$ cat config.mk
export PLATFORM = sky130hd
export DESIGN_NAME = string_hash_bucket_index
export DESIGN_NICKNAME = d
export VERILOG_FILES = /design/src/hw/rtl/shbi_pkg.sv /design/src/hw/rtl/shbi_front.sv /design/src/hw/rtl/shbi_fifo.sv /design/src/hw/rtl/shbi_back.sv /design/src/hw/rtl/string_hash_bucket_index.sv
export SDC_FILE = /design/constraint.sdc
export NUM_CORES = 2
export LEC_CHECK = 0
export ABC_AREA = 1
export BUFFER_PORTS_ARGS = -buffer_cell sky130_fd_sc_hd__buf_4
export CORE_MARGIN = 2
export CORE_UTILIZATION = 45
export CTS_BUF_LIST = sky130_fd_sc_hd__clkbuf_16
export CTS_CLUSTER_SIZE = 14
export DETAILED_ROUTE_END_ITERATION = 12
export PLACE_DENSITY = 0.61
export SLEW_MARGIN = 10
export SYNTH_ARGS = -nofsm -noshare
export SYNTH_HDL_FRONTEND = slang
export SYNTH_SLANG_ARGS = --single-unit
$ cat constraint.sdc
create_clock -name clk_i -period 13.2 [get_ports clk_i]
set_clock_uncertainty 0.2 [all_clocks]
set_input_delay 0 -clock clk_i [delete_from_list [all_inputs] [get_ports clk_i]]
set_output_delay 0 -clock clk_i [all_outputs]
set_load 0.01 [all_outputs]
$ cat src/hw/rtl/shbi_pkg.sv
// ----------------------------------------------------------------------------
// shbi_pkg
// Shared widths and constants for the string hash bucket index block.
// ----------------------------------------------------------------------------
`default_nettype none

package shbi_pkg;

  localparam int unsigned BYTE_W   = 8;
  localparam int unsigned LEN_W    = 16;
  localparam int unsigned POS_W    = 16;
  localparam int unsigned ACC_W    = 32;
  localparam int unsigned BUCKET_W = 25;
  localparam int unsigned INDEX_W  = 24;

  // Byte position saturates here until the identifier ends.
  localparam int unsigned MAX_LEN = 65535;

  localparam logic [BUCKET_W-1:0] BUCKET_RESET = 25'd1536;
  localparam logic [BUCKET_W-1:0] BUCKET_MAX   = 25'h100_0000;

  // Default depth of the queue between the hash and the reduction unit.
  localparam int unsigned FIFO_DEPTH = 2;

  // One quotient bit per step of the restoring reduction.
  localparam int unsigned DIV_STEPS = ACC_W;

endpackage

`default_nettype wire

$ cat src/hw/rtl/shbi_front.sv
// ----------------------------------------------------------------------------
// shbi_front
// Byte intake and 32-bit hash accumulator; pushes the final word per
// identifier toward the reduction unit.
// ----------------------------------------------------------------------------
`default_nettype none

module shbi_front (
  input  wire                            clk_i,
  input  wire                            rst_ni,
  input  wire                            in_valid_i,
  output logic                           in_ready_o,
  input  wire  [shbi_pkg::BYTE_W-1:0]    data_byte_i,
  input  wire  [shbi_pkg::LEN_W-1:0]     total_len_i,
  input  wire                            last_byte_i,
  output logic                           push_valid_o,
  input  wire                            push_ready_i,
  output logic [shbi_pkg::ACC_W-1:0]     push_data_o
);
  import shbi_pkg::*;

  // Sign-extend a byte to the accumulator width.
  function automatic logic [ACC_W-1:0] sext8(input logic [BYTE_W-1:0] v);
    sext8 = {{(ACC_W-BYTE_W){v[BYTE_W-1]}}, v};
  endfunction

  // Multiple of three via base-4 digit sum (4 = 1 mod 3).
  function automatic logic is_mult3(input logic [BYTE_W-1:0] m);
    logic [3:0] s1;
    logic [2:0] s2;
    s1 = 4'(m[1:0]) + 4'(m[3:2]) + 4'(m[5:4]) + 4'(m[7:6]);
    s2 = 3'(s1[1:0]) + 3'(s1[3:2]);
    is_mult3 = (s2 == 3'd0) || (s2 == 3'd3) || (s2 == 3'd6);
  endfunction

  logic [POS_W-1:0]  pos_q, pos_d;
  logic [BYTE_W-1:0] prev_q, prev_d;
  logic [ACC_W-1:0]  acc_q, acc_d;

  logic              s1_valid_q, s1_valid_d;
  logic              s1_first_q, s1_last_q;
  logic [ACC_W-1:0]  s1_addend_q, s1_factor_q, s1_b_q;

  logic              in_fire, s1_advance;
  logic [ACC_W-1:0]  b, i, p, len, t, addend, factor, product;
  logic [BYTE_W-1:0] mag;

  // Classify the incoming byte: addend and multiplier do not depend on acc.
  always_comb begin
    b      = sext8(data_byte_i);
    i      = {{(ACC_W-POS_W){1'b0}}, pos_q};
    len    = {{(ACC_W-LEN_W){1'b0}}, total_len_i};
    p      = (pos_q == POS_W'(1)) ? b : sext8(prev_q);
    mag    = data_byte_i[BYTE_W-1] ? (~data_byte_i + BYTE_W'(1)) : data_byte_i;
    t      = is_mult3(mag) ? (b ^ ~i) : (b << i[4:0]);
    addend = b + ~t;
    factor = (b ^ i) + (len | (i + len - p));
  end

  assign s1_advance = s1_valid_q && (!s1_last_q || push_ready_i);
  assign in_ready_o = !s1_valid_q || s1_advance;
  assign in_fire    = in_valid_i && in_ready_o;

  assign product      = (acc_q + s1_addend_q) * s1_factor_q;
  assign push_valid_o = s1_valid_q && s1_last_q;
  assign push_data_o  = s1_first_q ? s1_b_q : product;

  always_comb begin
    pos_d      = pos_q;
    prev_d     = prev_q;
    acc_d      = acc_q;
    s1_valid_d = s1_valid_q;
    if (in_fire) begin
      prev_d     = data_byte_i;
      s1_valid_d = 1'b1;
      if (last_byte_i) begin
        pos_d = '0;
      end else if (pos_q < POS_W'(MAX_LEN)) begin
        pos_d = pos_q + POS_W'(1);
      end
    end else if (s1_advance) begin
      s1_valid_d = 1'b0;
    end
    // Accumulate; the first byte leaves acc at zero.
    if (s1_advance) begin
      if (s1_last_q) begin
        acc_d = '0;
      end else if (!s1_first_q) begin
        acc_d = product;
      end
    end
  end

  always_ff @(posedge clk_i or negedge rst_ni) begin
    if (!rst_ni) begin
      pos_q      <= '0;
      prev_q     <= '0;
      acc_q      <= '0;
      s1_valid_q <= 1'b0;
    end else begin
      pos_q      <= pos_d;
      prev_q     <= prev_d;
      acc_q      <= acc_d;
      s1_valid_q <= s1_valid_d;
    end
  end

  always_ff @(posedge clk_i) begin
    if (in_fire) begin
      s1_first_q  <= (pos_q == '0);
      s1_last_q   <= last_byte_i;
      s1_addend_q <= addend;
      s1_factor_q <= factor;
      s1_b_q      <= b;
    end
  end

endmodule

`default_nettype wire

$ cat src/hw/rtl/shbi_fifo.sv
// ----------------------------------------------------------------------------
// shbi_fifo
// Small queue of final hash words between the accumulator and the reducer.
// ----------------------------------------------------------------------------
`default_nettype none

module shbi_fifo #(
  parameter int unsigned Depth = shbi_pkg::FIFO_DEPTH
) (
  input  wire                         clk_i,
  input  wire                         rst_ni,
  input  wire                         push_valid_i,
  output logic                        push_ready_o,
  input  wire  [shbi_pkg::ACC_W-1:0]  push_data_i,
  output logic                        pop_valid_o,
  input  wire                         pop_ready_i,
  output logic [shbi_pkg::ACC_W-1:0]  pop_data_o
);
  import shbi_pkg::*;

  localparam int unsigned PtrW = (Depth > 1) ? $clog2(Depth) : 1;
  localparam int unsigned CntW = $clog2(Depth + 1);

  logic [ACC_W-1:0] mem_q [Depth];
  logic [PtrW-1:0]  wr_ptr_q, wr_ptr_d, rd_ptr_q, rd_ptr_d;
  logic [CntW-1:0]  cnt_q, cnt_d;
  logic             push, pop;

  assign push_ready_o = (cnt_q != CntW'(Depth));
  assign pop_valid_o  = (cnt_q != '0);
  assign push         = push_valid_i && push_ready_o;
  assign pop          = pop_ready_i && pop_valid_o;
  assign pop_data_o   = mem_q[rd_ptr_q];

  always_comb begin
    wr_ptr_d = wr_ptr_q;
    rd_ptr_d = rd_ptr_q;
    cnt_d    = cnt_q;
    if (push) begin
      wr_ptr_d = (wr_ptr_q == PtrW'(Depth - 1)) ? '0 : wr_ptr_q + PtrW'(1);
    end
    if (pop) begin
      rd_ptr_d = (rd_ptr_q == PtrW'(Depth - 1)) ? '0 : rd_ptr_q + PtrW'(1);
    end
    if (push && !pop) begin
      cnt_d = cnt_q + CntW'(1);
    end else if (pop && !push) begin
      cnt_d = cnt_q - CntW'(1);
    end
  end

  always_ff @(posedge clk_i or negedge rst_ni) begin
    if (!rst_ni) begin
      wr_ptr_q <= '0;
      rd_ptr_q <= '0;
      cnt_q    <= '0;
    end else begin
      wr_ptr_q <= wr_ptr_d;
      rd_ptr_q <= rd_ptr_d;
      cnt_q    <= cnt_d;
    end
  end

  always_ff @(posedge clk_i) begin
    if (push) begin
      mem_q[wr_ptr_q] <= push_data_i;
    end
  end

endmodule

`default_nettype wire

$ cat src/hw/rtl/shbi_back.sv
// ----------------------------------------------------------------------------
// shbi_back
// Restoring remainder unit: reduces a hash word modulo the bucket count,
// one bit per cycle, and holds the result in an output register.
// ----------------------------------------------------------------------------
`default_nettype none

module shbi_back (
  input  wire                            clk_i,
  input  wire                            rst_ni,
  input  wire  [shbi_pkg::BUCKET_W-1:0]  bucket_count_i,
  input  wire                            pop_valid_i,
  output logic                           pop_ready_o,
  input  wire  [shbi_pkg::ACC_W-1:0]     pop_data_i,
  output logic                           out_valid_o,
  input  wire                            out_ready_i,
  output logic [shbi_pkg::INDEX_W-1:0]   out_data_o
);
  import shbi_pkg::*;

  localparam int unsigned StepW = $clog2(DIV_STEPS);

  typedef enum logic [2:0] {
    StIdle = 3'b001,
    StDiv  = 3'b010,
    StDone = 3'b100
  } state_e;

  state_e             state_q, state_d;
  logic [StepW-1:0]   step_q, step_d;
  logic [ACC_W-1:0]   dvd_q, dvd_d;
  logic [INDEX_W-1:0] rem_q, rem_d;
  logic               out_valid_q, out_valid_d;
  logic [INDEX_W-1:0] out_data_q, out_data_d;

  logic [BUCKET_W-1:0] n;
  logic [INDEX_W:0]    shifted;
  logic                slot_free;

  // Clamp the divisor to the largest supported bucket count.
  assign n         = (bucket_count_i > BUCKET_MAX) ? BUCKET_MAX : bucket_count_i;
  assign shifted   = {rem_q, dvd_q[ACC_W-1]};
  assign slot_free = !out_valid_q || out_ready_i;

  assign pop_ready_o = (state_q == StIdle);
  assign out_valid_o = out_valid_q;
  assign out_data_o  = out_data_q;

  always_comb begin
    state_d     = state_q;
    step_d      = step_q;
    dvd_d       = dvd_q;
    rem_d       = rem_q;
    out_valid_d = out_valid_q && !out_ready_i;
    out_data_d  = out_data_q;
    unique case (state_q)
      StIdle: begin
        if (pop_valid_i) begin
          dvd_d   = pop_data_i;
          rem_d   = '0;
          step_d  = '0;
          state_d = StDiv;
        end
      end
      StDiv: begin
        rem_d  = (shifted >= n) ? INDEX_W'(shifted - n) : INDEX_W'(shifted);
        dvd_d  = dvd_q << 1;
        step_d = step_q + StepW'(1);
        if (step_q == StepW'(DIV_STEPS - 1)) begin
          state_d = StDone;
        end
      end
      StDone: begin
        if (slot_free) begin
          out_valid_d = 1'b1;
          out_data_d  = (n == '0) ? '0 : rem_q;
          state_d     = StIdle;
        end
      end
      default: begin
        state_d = StIdle;
      end
    endcase
  end

  always_ff @(posedge clk_i or negedge rst_ni) begin
    if (!rst_ni) begin
      state_q     <= StIdle;
      out_valid_q <= 1'b0;
    end else begin
      state_q     <= state_d;
      out_valid_q <= out_valid_d;
    end
  end

  always_ff @(posedge clk_i) begin
    step_q     <= step_d;
    dvd_q      <= dvd_d;
    rem_q      <= rem_d;
    out_data_q <= out_data_d;
  end

endmodule

`default_nettype wire

$ cat src/hw/rtl/string_hash_bucket_index.sv
// ----------------------------------------------------------------------------
// string_hash_bucket_index
// Streaming identifier hash with reduction to a bucket index.
// ----------------------------------------------------------------------------
// Usage:
//  - The slave stream carries one identifier byte per transfer, with the
//    identifier's total length on every byte; tlast marks the final byte.
//  - The master stream returns one bucket index per identifier, produced
//    for the transfer that carried tlast. Other bytes give no result.
//  - Bytes are taken at one per cycle unless a final word waits on a full
//    queue; the 32-bit multiply-accumulate of the hash runs once per cycle
//    in a two-stage front unit.
//  - The final hash word enters a short queue; the reduction unit pops it
//    and computes the remainder one bit per cycle in 32 steps, then hands
//    it to the output register; it takes no new word until then.
//  - Sustained rate: one byte per cycle while identifiers are longer than
//    the reduction time; short identifiers are limited by the reduction
//    unit once the queue is full.
//  - A stalled master holds the result in the output register; the unit
//    behind it, then the queue, then the byte intake back up in turn.
//  - Reset clears the accumulator, position, previous byte, queue and the
//    output valid, and loads the bucket count with 1536.
//  - Write the bucket count only while no identifier is in flight.
// ----------------------------------------------------------------------------
`default_nettype none

module string_hash_bucket_index #(
  parameter int unsigned FifoDepth = shbi_pkg::FIFO_DEPTH
) (
  input  wire                            clk_i,
  input  wire                            rst_ni,
  // Slave stream. tdata: [7:0] data_byte, [23:8] total_len. tlast: last_byte.
  input  wire                            s_axis_tvalid,
  output logic                           s_axis_tready,
  input  wire  [23:0]                    s_axis_tdata,
  input  wire                            s_axis_tlast,
  // Master stream. tdata: [23:0] bucket_index.
  output logic                           m_axis_tvalid,
  input  wire                            m_axis_tready,
  output logic [23:0]                    m_axis_tdata,
  // Bucket count register.
  input  wire                            cfg_wr_en_i,
  input  wire  [shbi_pkg::BUCKET_W-1:0]  cfg_wr_data_i
);
  import shbi_pkg::*;

  logic [BUCKET_W-1:0] bucket_count_q;

  logic             push_valid, push_ready;
  logic [ACC_W-1:0] push_data;
  logic             pop_valid, pop_ready;
  logic [ACC_W-1:0] pop_data;

  // Hold the bucket count; the reducer reads it live.
  always_ff @(posedge clk_i or negedge rst_ni) begin
    if (!rst_ni) begin
      bucket_count_q <= BUCKET_RESET;
    end else if (cfg_wr_en_i) begin
      bucket_count_q <= cfg_wr_data_i;
    end
  end

  // Front: accept bytes, mix them into the accumulator.
  shbi_front u_front (
    .clk_i        (clk_i),
    .rst_ni       (rst_ni),
    .in_valid_i   (s_axis_tvalid),
    .in_ready_o   (s_axis_tready),
    .data_byte_i  (s_axis_tdata[7:0]),
    .total_len_i  (s_axis_tdata[23:8]),
    .last_byte_i  (s_axis_tlast),
    .push_valid_o (push_valid),
    .push_ready_i (push_ready),
    .push_data_o  (push_data)
  );

  // Decouple the byte-rate front from the bit-serial reducer.
  shbi_fifo #(
    .Depth (FifoDepth)
  ) u_fifo (
    .clk_i        (clk_i),
    .rst_ni       (rst_ni),
    .push_valid_i (push_valid),
    .push_ready_o (push_ready),
    .push_data_i  (push_data),
    .pop_valid_o  (pop_valid),
    .pop_ready_i  (pop_ready),
    .pop_data_o   (pop_data)
  );

  // Back: reduce modulo the bucket count and drive the master stream.
  shbi_back u_back (
    .clk_i          (clk_i),
    .rst_ni         (rst_ni),
    .bucket_count_i (bucket_count_q),
    .pop_valid_i    (pop_valid),
    .pop_ready_o    (pop_ready),
    .pop_data_i     (pop_data),
    .out_valid_o    (m_axis_tvalid),
    .out_ready_i    (m_axis_tready),
    .out_data_o     (m_axis_tdata)
  );

endmodule

`default_nettype wire
Yosys cells after proc, flatten, opt, wreduce, memory -nomap -nowiden:

Memory sizes are Yosys's and may differ from the RTL's.
Index checks and enable logic that the tools add are counted.

* memories kept: 1
* memory bits (writable): 64
* flip-flop bits (word level): 249
* logic and storage cells: 122
* bits of input ports: 55

* $lt $le $gt $ge: 3
* $mul: 1
* bitwise operators: 6
* multiplexer cells: 30
* shift-type cells: 1
* add/subtract/negate cells: 17
* eq/ne operators: 12
* reduce and logical (&&, ||, !) cells: 32

Memory list
* u_fifo.mem_q: depth 2, bits a word 32, rd ports 1, clocked after Yosys merged registers in 0, write ports 1, line shbi_fifo.sv:24 `logic [ACC_W-1:0] mem_q [Depth];`

Operators by type and width (count)
* 32-bit two-way mux: 6
* 32-bit adder: 3
* 32-bit one-hot mux with 2 select lines: 1
* 24-bit two-way mux: 2
* 24-bit one-hot mux with 2 select lines: 1
* 32-bit by 32-bit multiplier with 32-bit output: 1
* 16-bit two-way mux: 2
* 16-bit inverter with 32-bit output: 1
* 32-bit inverter: 1
* 16-bit by 32-bit bitwise OR with 32-bit output: 1
* 32-bit by 5-bit left shift with 32-bit output: 1
* 32-bit subtractor: 1
* 32-bit by 16-bit XOR with 32-bit output: 1
* 32-bit XOR: 1
* 25-bit >= comparator: 1
* 25-bit greater-than comparator, second input constant: 1
* 25-bit zero test: 1
* 25-bit two-way mux: 1
* 24-bit subtractor: 1
* 16-bit by 16-bit adder with 17-bit output: 1
* 16-bit by 1-bit adder with 16-bit output, second input constant: 1
* 16-bit by 1-bit equality test with 1-bit output, second input constant: 1
* 16-bit zero test: 1
* 16-bit less-than comparator, second input constant: 1
* 28 further kinds: 69

Longest topological paths before layout:

* word-level depth: 13
* gate-level depth with buffers: 44

Cells and area by module:

A second synthesis with hierarchy kept.

* cells, all modules: 4842
* area total of the unflattened synthesis: 37930.1 sq um

Modules (own cells, without submodules)
* shbi_front: area an instance 28117.0 sq um, instances 1, cells each 3679
* shbi_back: area an instance 6188.4 sq um, instances 1, cells each 861
* shbi_fifo: area an instance 2657.5 sq um, instances 1, cells each 196
* string_hash_bucket_index: area an instance 967.2 sq um, instances 1, cells each 106

Least setup slack after synthesis:

No wires, ideal clock.

* path type: reg2reg
* start: reg u_front.acc_q[0]
* end: mem u_fifo.mem_q[0][30] (data pin)
* data required time: 12.732 ns
* path slack: 4.776 ns
* period minus slack after synthesis: 8.424 ns
* arrival: 7.956 ns
* cell stages (with the launch flop): 40
* setup time: 0.268 ns
* path through: dfrtp_1 ha_1 inv_1 fa_1 inv_1 nand3_1 nand2_1 nand2_1 nand2_2 nand2_1 nand2_4 xor2_4 inv_1 clkbuf_1 nor2_1 fa_1 inv_1 fa_1 [4 not listed] inv_1 fa_1 inv_1 fa_1 inv_1 fa_1 inv_1 ha_1 nand2_1 o21ai_0 a21oi_1 o211ai_1 nand2_1 a21oi_1 or2_2 or2_2 nand3_1 nand2_1

* word-level cells in the longest chain between the ends: 3

RTL lines
* start: declaration: line shbi_front.sv:38 `logic [ACC_W-1:0] acc_q, acc_d;`
* start signal: assignment: line shbi_front.sv:98 `acc_q <= '0;`
* start signal: assignment: line shbi_front.sv:103 `acc_q <= acc_d;`
* 32-bit adder: line shbi_front.sv:64 `assign product = (acc_q + s1_addend_q) * s1_factor_q;`
* 32-bit by 32-bit multiplier with 32-bit output: line shbi_front.sv:64
* 32-bit two-way mux: line shbi_front.sv:66 `assign push_data_o = s1_first_q ? s1_b_q : product;`
* net push_data[30]: line string_hash_bucket_index.sv:50 `logic [ACC_W-1:0] push_data;`
* end: declaration: line shbi_fifo.sv:24

The timed path passes the listed nets, and every way through them passes these cells.

Worst setup path after layout:

* start: reg u_front.acc_q[0]
* end: mem u_fifo.mem_q[1][30] (data pin)

The elaborated chain is that of the path after synthesis.

==> out/summary.json <==
{
  "outcome": {
    "status": "finished clean"
  },
  "route": {
    "wl_um": 110000,
    "detail_route.iter0.violations": 2234,
    "post-route-drc-count": 0,
    "ant_nets": 0,
    "routed_wire_per_std_cell_um": 18.7,
    "vias_per_cell": 5.26,
    "number_of_vias_after_detailed_routing": 30800,
    "drt_pass1_iterations": 8
  },
  "sta": {
    "hold_viol": 0,
    "grt_setup_unrepaired": "no",
    "max_freq_ghz": 0.106,
    "setup_violations": 0,
    "setup_tns_ps": 0,
    "final_period_minus_worst_setup_slack_ps": 9470,
    "worstMarginPinSlew_ps": 1030,
    "final_min_period_over_clock_period": 0.718,
    "max-slew-margin-rel": 0.315,
    "maxSlewViolCount": 0
  },
  "clock_tree": {
    "ctsLongestPathBuffers": 3,
    "worst_setup_hold_path_clk_slew_ps": 60,
    "cts_buffers": 38,
    "root_buffer": "sky130_fd_sc_hd__clkbuf_16",
    "post-cts-setup-buffer-count": 0,
    "cts.sink_count": 313,
    "post_cts.resized_instances": 0,
    "tritoncts": "yes",
    "htree_levels": 2,
    "clkLatencyLatePin_ps": 560,
    "hold_buffers": 104
  },
  "floorplanning": {
    "fp.coreArea_mm2": 0.0818,
    "floorplan.die.height_um": 291,
    "boundaryPins": 81,
    "rows": 105,
    "start_util": 0.454,
    "die_area_mm2": 0.0848,
    "floorplan.die.width_um": 291
  },
  "final_layout": {
    "layout.area.seq_mm2": 0.00895,
    "nFillCells": 7820,
    "layout-drive-gt1-share": 0.0567,
    "multiInputGateArea_mm2": 0.0243,
    "nNetsFinal": 5512,
    "area_added_between_synthesis_and_finish_pct": 10.7,
    "num_antenna_cells": 0
  },
  "synth": {
    "ys_top_cells_by_count": "sky130_fd_sc_hd__nand2_1, sky130_fd_sc_hd__inv_1, sky130_fd_sc_hd__nor2_1, sky130_fd_sc_hd__fa_1, sky130_fd_sc_hd__ha_1",
    "dominantRegCellSynth": "sky130_fd_sc_hd__edfxtp_1",
    "syn_area_cell_um2": 8.02,
    "syn-num-nets": 5389,
    "synth_top_area_frac": 0.226,
    "synth_area_leader_cell": "sky130_fd_sc_hd__fa_1",
    "synthDistinctLibCells": 63,
    "async_reset_ff_frac": 0.288,
    "synth_most_common_cell": "sky130_fd_sc_hd__nand2_1",
    "synth_sequential_area_ratio": 0.241,
    "ys_top_cells_by_area": "sky130_fd_sc_hd__fa_1, sky130_fd_sc_hd__edfxtp_1, sky130_fd_sc_hd__nand2_1, sky130_fd_sc_hd__ha_1, sky130_fd_sc_hd__inv_1",
    "synthesis.area_mm2": 0.0371,
    "ys.warnings.count": 0,
    "synthesis.instances": 4629,
    "post_synthesis_register_bit_count": 313,
    "synth_enable_flop_cells": 223
  },
  "setup_path": {
    "critical_path_required_ps": 13260,
    "worst_setup_path_start_kind": "register",
    "path_class": "reg2reg",
    "crit_path_top_delay_cell": "sky130_fd_sc_hd__fa_1",
    "reg2reg_to": "u_fifo.mem_q[1][30]$_DFFE_PP_",
    "cp.arrival_ps": 9540,
    "regToRegStartpoint": "u_front.acc_q[0]$_DFFE_PN0P_",
    "worst-r2r-cell-count": 34,
    "critical_path_end_type": "register",
    "crit_fanout": 11,
    "r2r_setup_slack_ps": 3730,
    "critical-path-max-stage-delay_ps": 610,
    "crit_top_cell": "sky130_fd_sc_hd__fa_1"
  },
  "global_route": {
    "grt_pass1_vias": 30800,
    "pin_count_of_the_biggest_net_entering_global_routing": 64,
    "grt.overflow.total": 0,
    "initial_antenna_violation_count": 0,
    "tot_gr_track_use": 0.262,
    "grt_first_pass_wirelength_um": 173000
  },
  "worst_hold_path": {
    "hold_class": "in2reg",
    "timing.hold.worst_endpoint": "u_front.s1_factor_q[11]$_DFFE_PP_",
    "min-delay-start": "s_axis_tdata[19]",
    "whs_path_cells": 6
  },
  "placement": {
    "globalplace.congestion": 0.953,
    "hpwl_um": 86800,
    "place.port_buffers": 80
  },
  "job": {
    "max-cap-violations": 0
  }
}
==> registers in the layout (all words and copies together) (netlist names), 8 cells and up <==
| name | count |
|---|---|
| u_fifo.mem_q | 64 |
| u_back.out_data_o | 24 |
| u_front.s1_addend_q | 32 |
| u_back.rem_q | 24 |
| u_front.s1_factor_q | 32 |
| u_front.pos_q | 16 |
| bucket_count_q | 25 |
| u_back.dvd_q | 32 |
| u_front.s1_b_q | 8 |
| u_front.prev_q | 8 |
| u_front.acc_q | 32 |
==> logic make-up after synthesis <==
kind of cell / after synthesis / synth area share
DFF: 313 / 0.241
buffers and inverters: 1026 / 0.104
AOI/OAI and AO/OA: 626 / 0.0925
muxes: 11 / 0.00320
adders and majority gates: 705 / 0.322
and+or+nand+nor: 1787 / 0.198
xor gates and xnor gates: 161 / 0.0390
==> cell usage in the layout (no fill, tap or decap), drive strengths merged, types with 112 or more instances in the layout <==
cell       n
ha       286
buf      112
a21oi    259
inv      890
fa       419
nand2   1030
xor2     117
nand3    133
nor2     503
o21ai    247
edfxtp   223
==> metrics by stage <==
stage                     utilization  worst slack, ps  hold slack, ps  std cells  instance area [um2]
after floorplan                     -             4780            -496       4629                37100
after global placement          0.474             3830            -198       5678                38800
after detailed placement        0.474             3810            -201       5678                38800
after CTS                       0.502             3780            33.2       5852                41100
after global routing            0.502             2980            65.9       5852                41100
final                           0.502             3730            64.1       5852                41100
==> critical path: cells and delay by family, from the launching register on <==
family / cells / cell delay (ps)
compound gates: 4 / 600
buf+inv: 5 / 700
fa+ha+maj: 11 / 5090
flops: 1 / 340
simple gates: 13 / 1810
xor+xnor: 1 / 420
==> per-layer routing <==
metal  up-vias  track usage  wire length (um)
met2       952        0.437             51300
met1     14900        0.349             47000
met4         0       0.0940              4340
met5         -            0                 0
li1      14800            -                 -
met3       164       0.0360              7020
==> how the worst max path moves through the flow <==
stage | start | endpoint | depth (start not counted)
finish | u_front.acc_q[0]$_DFFE_PN0P_ | u_fifo.mem_q[1][30]$_DFFE_PP_ | 34
floorplan | u_front.acc_q[0]$_DFFE_PN0P_ | u_fifo.mem_q[0][30]$_DFFE_PP_ | 39
detailed placement | u_front.acc_q[0]$_DFFE_PN0P_ | u_fifo.mem_q[0][30]$_DFFE_PP_ | 34
global route | u_front.acc_q[0]$_DFFE_PN0P_ | u_fifo.mem_q[0][27]$_DFFE_PP_ | 40
global placement | u_front.acc_q[0]$_DFFE_PN0P_ | u_fifo.mem_q[0][30]$_DFFE_PP_ | 36
CTS | u_front.acc_q[0]$_DFFE_PN0P_ | u_fifo.mem_q[1][30]$_DFFE_PP_ | 34
==> cell type report <==
| class | count | share of cell area |
|---|---|---|
| Clock inverter | 30 | 0.00530 |
| Inverter | 894 | 0.0818 |
| Multi-Input combinational cell | 3290 | 0.592 |
| Sequential cell | 313 | 0.218 |
| Tap cell | 1070 | 0.0326 |
| Clock buffer | 40 | 0.0244 |
| Timing Repair Buffer | 215 | 0.0459 |
Power is not shown: default switching activity piles up to over one toggle a cycle in this logic, so the estimate is an artifact.
